### config.mk
export PLATFORM = sky130hd
export DESIGN_NAME = lcs_length_engine_top
export DESIGN_NICKNAME = d
export VERILOG_FILES = /design/src/rtl/core/lcs_pkg.sv /design/src/rtl/core/lcs_length_engine_top.sv /design/src/rtl/core/lcs_cell.sv
export SDC_FILE = /design/constraint.sdc
export NUM_CORES = 2
export LEC_CHECK = 0
export BUFFER_PORTS_ARGS = -buffer_cell sky130_fd_sc_hd__buf_2
export CORE_ASPECT_RATIO = 1.25
export CORE_UTILIZATION = 25
export CTS_BUF_LIST = sky130_fd_sc_hd__clkbuf_8
export DETAILED_ROUTE_END_ITERATION = 12
export PLACE_DENSITY = 0.39
export SYNTH_ARGS = -nofsm -noshare
export SYNTH_HDL_FRONTEND = slang
export SYNTH_HIERARCHICAL = 1
export SYNTH_SLANG_ARGS = --single-unit
### constraint.sdc
create_clock -name clk_i -period 5.57 [get_ports clk_i]
set_input_delay 0 -clock clk_i [delete_from_list [all_inputs] [get_ports clk_i]]
set_output_delay 0 -clock clk_i [all_outputs]
set_load 0.1 [all_outputs]
### src/rtl/core/lcs_pkg.sv
// ----------------------------------------------------------------------------
// lcs_pkg: shared types and constants for the LCS length engine
// Sizes of the cell row, value widths, request modes and the token that
// travels from cell to cell.
// ----------------------------------------------------------------------------
package lcs_pkg;

  localparam int MAX_LEN = 64;                    // cells in the row
  localparam int LEN_W   = $clog2(MAX_LEN + 1);   // fill count, 0..MAX_LEN
  localparam int SYM_W   = 8;
  localparam int VAL_W   = 7;
  localparam logic [VAL_W-1:0] VAL_MAX = '1;       // saturation point

  typedef enum logic [1:0] {
    MODE_LOAD   = 2'd0,
    MODE_PROC   = 2'd1,
    MODE_FINISH = 2'd2
  } mode_e;

  // Wavefront token: second-string byte plus the two neighbor values.
  typedef struct packed {
    logic             valid;
    logic [SYM_W-1:0] sym;
    logic [VAL_W-1:0] diag;   // old entry of the cell to the left
    logic [VAL_W-1:0] left;   // new entry of the cell to the left
  } tok_t;

endpackage

### src/rtl/core/lcs_length_engine_top.sv
// ----------------------------------------------------------------------------
// lcs_length_engine_top: longest common subsequence length engine
// Systolic row of cells computing the LCS length of two byte strings.
// ----------------------------------------------------------------------------
// Usage:
//   Input requests arrive on s_axis: tuser carries the mode, tdata the byte.
//   Mode 0 appends a byte to the first string (dropped and flagged once the
//   string holds 64 bytes). Mode 1 feeds one second-string byte. Mode 2
//   emits the LCS length and overflow flag on m_axis and clears the job.
//   Mode 3 is taken and ignored.
// Throughput and latency:
//   Mode-1 bytes are accepted back to back, one per cycle; each byte walks
//   the 64-cell row one cell per cycle until its wavefront leaves the row.
//   Mode 0, mode 2 and mode 3 requests wait until the row has drained,
//   i.e. until the drain counter set by the last mode-1 byte reaches zero;
//   mode 2 also waits for a free output register. A mode-2 result appears
//   on m_axis the cycle after its request is accepted.
// Reset:
//   rst_ni clears the fill count, the overflow flag, all cell valid bits
//   and the in-flight tokens; the block is ready right after reset.
// Stall:
//   A result holds in the output register until m_axis_tready; meanwhile
//   mode-0 and mode-1 requests keep flowing, only another mode 2 waits.
// ----------------------------------------------------------------------------
module lcs_length_engine_top (
  input  logic       clk_i,
  input  logic       rst_ni,
  input  logic       s_axis_tvalid,
  output logic       s_axis_tready,
  input  logic [7:0] s_axis_tdata,   // [7:0] symbol
  input  logic [1:0] s_axis_tuser,   // [1:0] mode
  output logic       m_axis_tvalid,
  input  logic       m_axis_tready,
  output logic [7:0] m_axis_tdata    // [6:0] lcs_length, [7] overflowed
);
  import lcs_pkg::*;

  logic             acc;
  logic             is_load, is_proc, is_finish;
  logic             drained;
  logic             out_free;
  logic [LEN_W-1:0] len_q, len_d;
  logic [LEN_W-1:0] drain_q, drain_d;
  logic             ovf_q, ovf_d;
  logic [VAL_W-1:0] tail_q, tail_d;
  logic             out_valid_q, out_valid_d;
  logic [7:0]       out_data_q, out_data_d;
  logic             do_load, do_clear;
  tok_t             tok [MAX_LEN+1];

  assign is_load   = (s_axis_tuser == MODE_LOAD);
  assign is_proc   = (s_axis_tuser == MODE_PROC);
  assign is_finish = (s_axis_tuser == MODE_FINISH);
  assign drained   = (drain_q == '0);
  assign out_free  = !out_valid_q || m_axis_tready;

  // Mode-1 bytes stream freely; loads and finishes wait for an empty row.
  assign s_axis_tready = is_proc || (drained && (!is_finish || out_free));
  assign acc           = s_axis_tvalid && s_axis_tready;
  assign do_load       = acc && is_load && (len_q != LEN_W'(MAX_LEN));
  assign do_clear      = acc && is_finish;

  // Launch a wavefront token into cell 0.
  always_comb begin
    tok[0].valid = acc && is_proc;
    tok[0].sym   = s_axis_tdata;
    tok[0].diag  = '0;
    tok[0].left  = '0;
  end

  for (genvar i = 0; i < MAX_LEN; i++) begin : g_cell
    lcs_cell u_cell (
      .clk_i      (clk_i),
      .rst_ni     (rst_ni),
      .load_i     (do_load && (len_q == LEN_W'(i))),
      .load_sym_i (s_axis_tdata),
      .clear_i    (do_clear),
      .tok_i      (tok[i]),
      .tok_o      (tok[i+1])
    );
  end

  always_comb begin
    len_d       = len_q;
    drain_d     = drained ? drain_q : drain_q - LEN_W'(1);
    ovf_d       = ovf_q;
    tail_d      = tail_q;
    out_valid_d = out_valid_q && !m_axis_tready;
    out_data_d  = out_data_q;
    // Token leaving the row carries the entry of the last valid cell.
    if (tok[MAX_LEN].valid) begin
      tail_d = tok[MAX_LEN].left;
    end
    if (acc && is_proc) begin
      drain_d = LEN_W'(MAX_LEN);
    end
    if (acc && is_load) begin
      if (do_load) begin
        len_d  = len_q + LEN_W'(1);
        tail_d = '0;
      end else begin
        ovf_d = 1'b1;
      end
    end
    if (do_clear) begin
      out_valid_d = 1'b1;
      out_data_d  = {ovf_q, tail_q};
      len_d       = '0;
      ovf_d       = 1'b0;
      tail_d      = '0;
    end
  end

  always_ff @(posedge clk_i or negedge rst_ni) begin
    if (!rst_ni) begin
      len_q       <= '0;
      drain_q     <= '0;
      ovf_q       <= 1'b0;
      tail_q      <= '0;
      out_valid_q <= 1'b0;
    end else begin
      len_q       <= len_d;
      drain_q     <= drain_d;
      ovf_q       <= ovf_d;
      tail_q      <= tail_d;
      out_valid_q <= out_valid_d;
    end
  end

  always_ff @(posedge clk_i) begin
    out_data_q <= out_data_d;
  end

  assign m_axis_tvalid = out_valid_q;
  assign m_axis_tdata  = out_data_q;

endmodule

### src/rtl/core/lcs_cell.sv
// ----------------------------------------------------------------------------
// lcs_cell: one position of the first string
// Holds one first-string byte and its row entry, updates the entry when a
// token passes and hands the token on to the next cell in the next cycle.
// ----------------------------------------------------------------------------
module lcs_cell (
  input  logic                  clk_i,
  input  logic                  rst_ni,
  input  logic                  load_i,
  input  logic [lcs_pkg::SYM_W-1:0] load_sym_i,
  input  logic                  clear_i,
  input  lcs_pkg::tok_t         tok_i,
  output lcs_pkg::tok_t         tok_o
);
  import lcs_pkg::*;

  logic             valid_q, valid_d;
  logic [SYM_W-1:0] char_q, char_d;
  logic [VAL_W-1:0] row_q, row_d;
  tok_t             tok_q, tok_d;
  logic [VAL_W-1:0] nv;

  always_comb begin
    if (char_q == tok_i.sym) begin
      nv = (tok_i.diag == VAL_MAX) ? VAL_MAX : tok_i.diag + VAL_W'(1);
    end else begin
      nv = (row_q > tok_i.left) ? row_q : tok_i.left;
    end
  end

  always_comb begin
    valid_d = valid_q;
    char_d  = char_q;
    row_d   = row_q;
    tok_d   = tok_i;
    if (tok_i.valid && valid_q) begin
      row_d      = nv;
      tok_d.diag = row_q;
      tok_d.left = nv;
    end
    if (load_i) begin
      valid_d = 1'b1;
      char_d  = load_sym_i;
      row_d   = '0;
    end
    if (clear_i) begin
      valid_d = 1'b0;
    end
  end

  always_ff @(posedge clk_i or negedge rst_ni) begin
    if (!rst_ni) begin
      valid_q <= 1'b0;
      tok_q   <= '0;
    end else begin
      valid_q <= valid_d;
      tok_q   <= tok_d;
    end
  end

  always_ff @(posedge clk_i) begin
    char_q <= char_d;
    row_q  <= row_d;
  end

  assign tok_o = tok_q;

endmodule

### Word level (Yosys, flattened, before mapping)

Index checks and enable logic that the tools add are counted.

* add/subtract/negate cells: 65
* $mul: 0
* div/mod/pow operators: 0
* order comparisons: 64
* equal/unequal tests: 195
* shifts and indexed selects: 0
* multiplexer cells: 396
* bitwise gates (word level): 0
* reduce and logical (&&, ||, !) cells: 212

Operators with widths (count)
* $mux 7: 201
* $mux 14: 63
* $eq 8x8->1: 64
* $add 7x1->7 const B: 64
* $eq 7x7->1 const B: 63
* $gt 7x7->1: 63
* $eq 7x6->1 const B: 32
* $logic_and 1x1->1: 135
* $mux 1: 132
* $reduce_bool 2->1: 66
* $eq 7x5->1 const B: 16
* $eq 7x4->1 const B: 8
* $eq 7x3->1 const B: 4
* $eq 7x2->1 const B: 2
* $logic_not 7->1: 2
* $eq 7x1->1 const B: 1
* $gt 7x1->1 const B: 1
* $ne 7x7->1 const B: 1
* $sub 7x1->7 const B: 1
* $ne 2x1->1 const B: 2
* $reduce_and 2->1: 2
* $logic_not 1->1: 3
* $logic_or 1x1->1: 3
* $eq 2x1->1 const B: 1
* other kinds (2): 2

* register bits: 2512
* latch bits: 0
* memory bits (writable): 0
* ROM bits: 0
* input port bits: 14
* output and inout port bits: 10
* logic and storage cells: 1384
* memories: 0

### Depth between registers and ports, before layout

* depth in word-level cells: 11
* depth in mapped cells: 11
* mapped depth without buffers: 10

### By module

Netlist, hierarchy kept.

Modules (own cells, without submodules)
* lcs_cell (g_cell[0].u_cell ...): instances 55, cells an instance 175, area an instance 1853.0 um^2, seq. area each 980.9 um^2
* lcs_cell (g_cell[5].u_cell ...): instances 9, cells an instance 178, area an instance 1878.1 um^2, seq. area each 980.9 um^2
* lcs_length_engine_top: instances 1, cells an instance 234, area an instance 1943.1 um^2, seq. area each 815.8 um^2

### Least setup slack after synthesis

No wires, ideal clock.

* kind: register to register
* start point: register drain_q[0]
* end point: register out_data_q[0], in the netlist m_axis_tdata[0] (enable)
* library setup time: 0.545 ns
* arrival: 5.121 ns
* data required time: 5.025 ns
* setup slack: -0.096 ns
* cell stages (with the launch flop): 6
* buffers on the path: 0
* clock period less this slack: 5.666 ns
* path through: dfrtp_1 > inv_1 > ha_1 > nor4bb_1 > nand2_1 > nor3_1

* cells in the longest elaborated chain, start to end: 5

Ends and longest elaborated chain
* start: declaration: RTL line lcs_length_engine_top.sv:43 `logic [LEN_W-1:0] drain_q, drain_d;`
* start signal: assignment: RTL line lcs_length_engine_top.sv:123 `drain_q <= drain_d;`
* $logic_not 7->1: RTL line lcs_length_engine_top.sv:54 `assign drained = (drain_q == '0);`
* $logic_and 1x1->1: RTL line lcs_length_engine_top.sv:58 `assign s_axis_tready = is_proc || (drained && (!is_finish || out_free));`
* $logic_or 1x1->1: RTL line lcs_length_engine_top.sv:58
* $logic_and 1x1->1: RTL line lcs_length_engine_top.sv:59 `assign acc = s_axis_tvalid && s_axis_tready;`
* $logic_and 1x1->1: RTL line lcs_length_engine_top.sv:61 `assign do_clear = acc && is_finish;`
* net do_clear: RTL line lcs_length_engine_top.sv:48 `logic do_load, do_clear;`
* end signal: assignment: RTL line lcs_length_engine_top.sv:131 `out_data_q <= out_data_d;`
* end: declaration: RTL line lcs_length_engine_top.sv:47 `logic [7:0] out_data_q, out_data_d;`

The timed path passes the listed nets, and every way through them passes these cells.
A chain may end at the register's enable or synchronous reset.

### Final worst setup path

* start point: register drain_q[0]
* end point: output port s_axis_tready

* cells in the longest elaborated chain, start to end: 3

Ends and longest elaborated chain
* $logic_not 7->1: RTL line lcs_length_engine_top.sv:54
* $logic_and 1x1->1: RTL line lcs_length_engine_top.sv:58
* $logic_or 1x1->1: RTL line lcs_length_engine_top.sv:58
* end: declaration: RTL line lcs_length_engine_top.sv:29 `output logic s_axis_tready,`

Every way passes these cells.

==> run summary <==
Setup Buffers After CTS: 0
status: finished, final reports clean
setup TNS: 0 ns
syn avg cell area: 10.5 µm²
layout cells sized above 1: 11.3%
CP max stage cell: a21oi_1
Cells after DPL: 17500
final worst path period share: 69.7%
family with the most delay on the worst path: simple AND/OR/NAND/NOR gates
WP depth: 7
cell area power density: 297 mW/mm²
largest net degree at the start of global routing: 147
final design area excluding fillers: 0.137 mm²
DIE HEIGHT: 778 µm
routed via count: 89400
Routed Antenna Nets: 0
core region area: 0.479 mm²
P_leak: 58.6 nW
CP startpoint kind: register
CTS tree: yes
first-pass GRT wire length: 553 mm
PortBufs: 23
placed cell area: 0.127 mm²
CP peak stage delay: 0.63 ns
Layout Utilization: 28.6%
Top Metal Used: met5
CP required: 5.57 ns
RSZ-0062 raised after global routing: false
sum of buffers and inverters on the critical path: 2
initial antenna violation count: 21
critical-path cell list: inv_1 > ha_1 > or3b_1 > nor2_1 > o21ai_0 > a21oi_1 > buf_2
Area Overhead vs Synth: 13.8%
Slew HR: 5.68%
cells on worst reg2reg path: 11
cts bufs inserted: 436
vias in the first global route: 92000
Die Wd: 622 µm
Synth Warn #: 6
Nets: 12200
Routed WL per cell: 19.4 µm
drt pass-1 iters: 7
Hold Buf Count CTS: 38
# DRC: 0
Max Cap Viol: 0
Setup CP Type: reg -> out
routed wl met2: 182 mm
Clock Path Buffers: 4
final setup vio count: 0
worst skew pair latency: 1.14 ns
Vias/cell: 4.87
Slew @ Worst Pin: 1.40 ns
worst hold path class: in -> reg
final wirelength: 356 mm
Top Ports: 24
routability cong.: 0.831
Critical Path End Type: primary output
WHS Path Cells: 6
hpwl dp: 248 mm
crit path max fanout: 8
Clock Root Buffer: clkbuf_8
grt ovf: 0
Initial Util: 25.1%
met1 wire length: 148 mm
Pins Over Slew Limit: 0
CP arrival: 3.88 ns
DRT iter0 DRCs: 6276
H-tree depth: 5
clock period minus worst slack: 3.88 ns
DIE AREA: 0.484 mm²
Worst-path clk slew: 0.06 ns
routed wl met3: 14.4 mm
Post-Layout Cell Count: 18400
fmax: 257 MHz
Clock Skew: 0.0692 ns
Site Rows: 284
final hold slack: 0.198 ns
synthesized instance count: 11400
final hold vios: 0
Mapped Area: 0.120 mm²
Max VDD drop: 0.187 mV
CTS sink count: 2512
post-cts resize count: 0
gr usage total: 14.4%
[worst register-to-register path: stages, from the launching register on]
cell	delay, ns
dfrtp_1	0.38
inv_1	0.10
ha_1	0.22
or4bb_1	0.59
nor2_4	0.26
nand4b_2	0.40
buf_4	0.39
nor2_2	0.30
buf_4	0.28
nand2b_1	0.17
or3_1	0.12
o311ai_0	0.14
[area by class of cell]
cell class,instances,area [µm²]
Timing Repair Buffer,182,1680
Multi-Input combinational cell,7865,52200
Tap cell,6292,7870
Clock inverter,310,2250
Antenna cell,13,32.5
Clock buffer,516,7100
Sequential cell,2512,63200
Fill cell,49700,342000
Inverter,685,2570
[final timing paths]
| kind | from | to | slack (ns) |
|---|---|---|---|
| min | s_axis_tuser[0] | len_q[6]$_DFFE_PN0P_ | 0.20 |
| min reg2reg | g_cell[28].u_cell/tok_o[15]$_DFF_PN0_ | g_cell[29].u_cell/tok_o[15]$_DFF_PN0_ | 0.35 |
| min in group asynchronous | rst_ni | g_cell[21].u_cell/tok_o[8]$_DFF_PN0_ | 0.36 |
| max reg2reg | drain_q[0]$_DFFE_PN0P_ | g_cell[22].u_cell/row_q[6]$_SDFFE_PP0P_ | 2.07 |
| max in group asynchronous | rst_ni | g_cell[28].u_cell/tok_o[5]$_DFF_PN0_ | 4.20 |
| max | drain_q[0]$_DFFE_PN0P_ | s_axis_tready | 1.69 |
[where the power goes]
part / switching (mW) / total [mW] / internal, mW
Sequential: 0.644 / 20.0 / 19.3
Combinational: 1.78 / 2.67 / 0.894
Clock: 8.17 / 18.0 / 9.83
[through the flow]
stage                     total power, mW  setup slack, ns
after floorplan                      21.7             1.71
after global placement               23.0             2.08
after detailed placement             23.0             2.09
after CTS                            41.6             1.52
after global routing                 42.7             1.38
final                                40.6             1.69
[layer usage]
metal	vias up	track usage (%)
met5	-	0
met4	4	4.75
met3	623	1.99
met2	2030	26.1
met1	44200	17.3
li1	42500	-
[cells in the final DEF, fill, tap and decap left out, drive strengths merged, types with 74 or more instances in the layout]
cell,instances
dfrtp,1544
nand2,1386
inv,850
nor2,652
xor2,577
o21ai,553
nor3,552
edfxtp,520
ha,517
clkbuf,516
dfxtp,448
nor4,417
a21oi,410
nand3,403
nand3b,174
a221oi,174
or3,156
buf,151
mux2i,135
o311ai,128
and2,128
a211oi,112
a2111oi,110
nand4,102
clkinv,100
a31oi,82
o31ai,76
o211ai,74
or2,74
[state kept, by name (all words and copies together), names as in the netlist]
signal	flops
g_cell.u_cell/row_q	448
g_cell.u_cell/valid_q	64
m_axis_tdata	8
g_cell.u_cell/tok_o	1457
len_q	7
g_cell.u_cell/char_q	512
drain_q	7
tail_q	7
m_axis_tvalid	1
ovf_q	1
No activity file was read; power rests on OpenSTA's default activity.
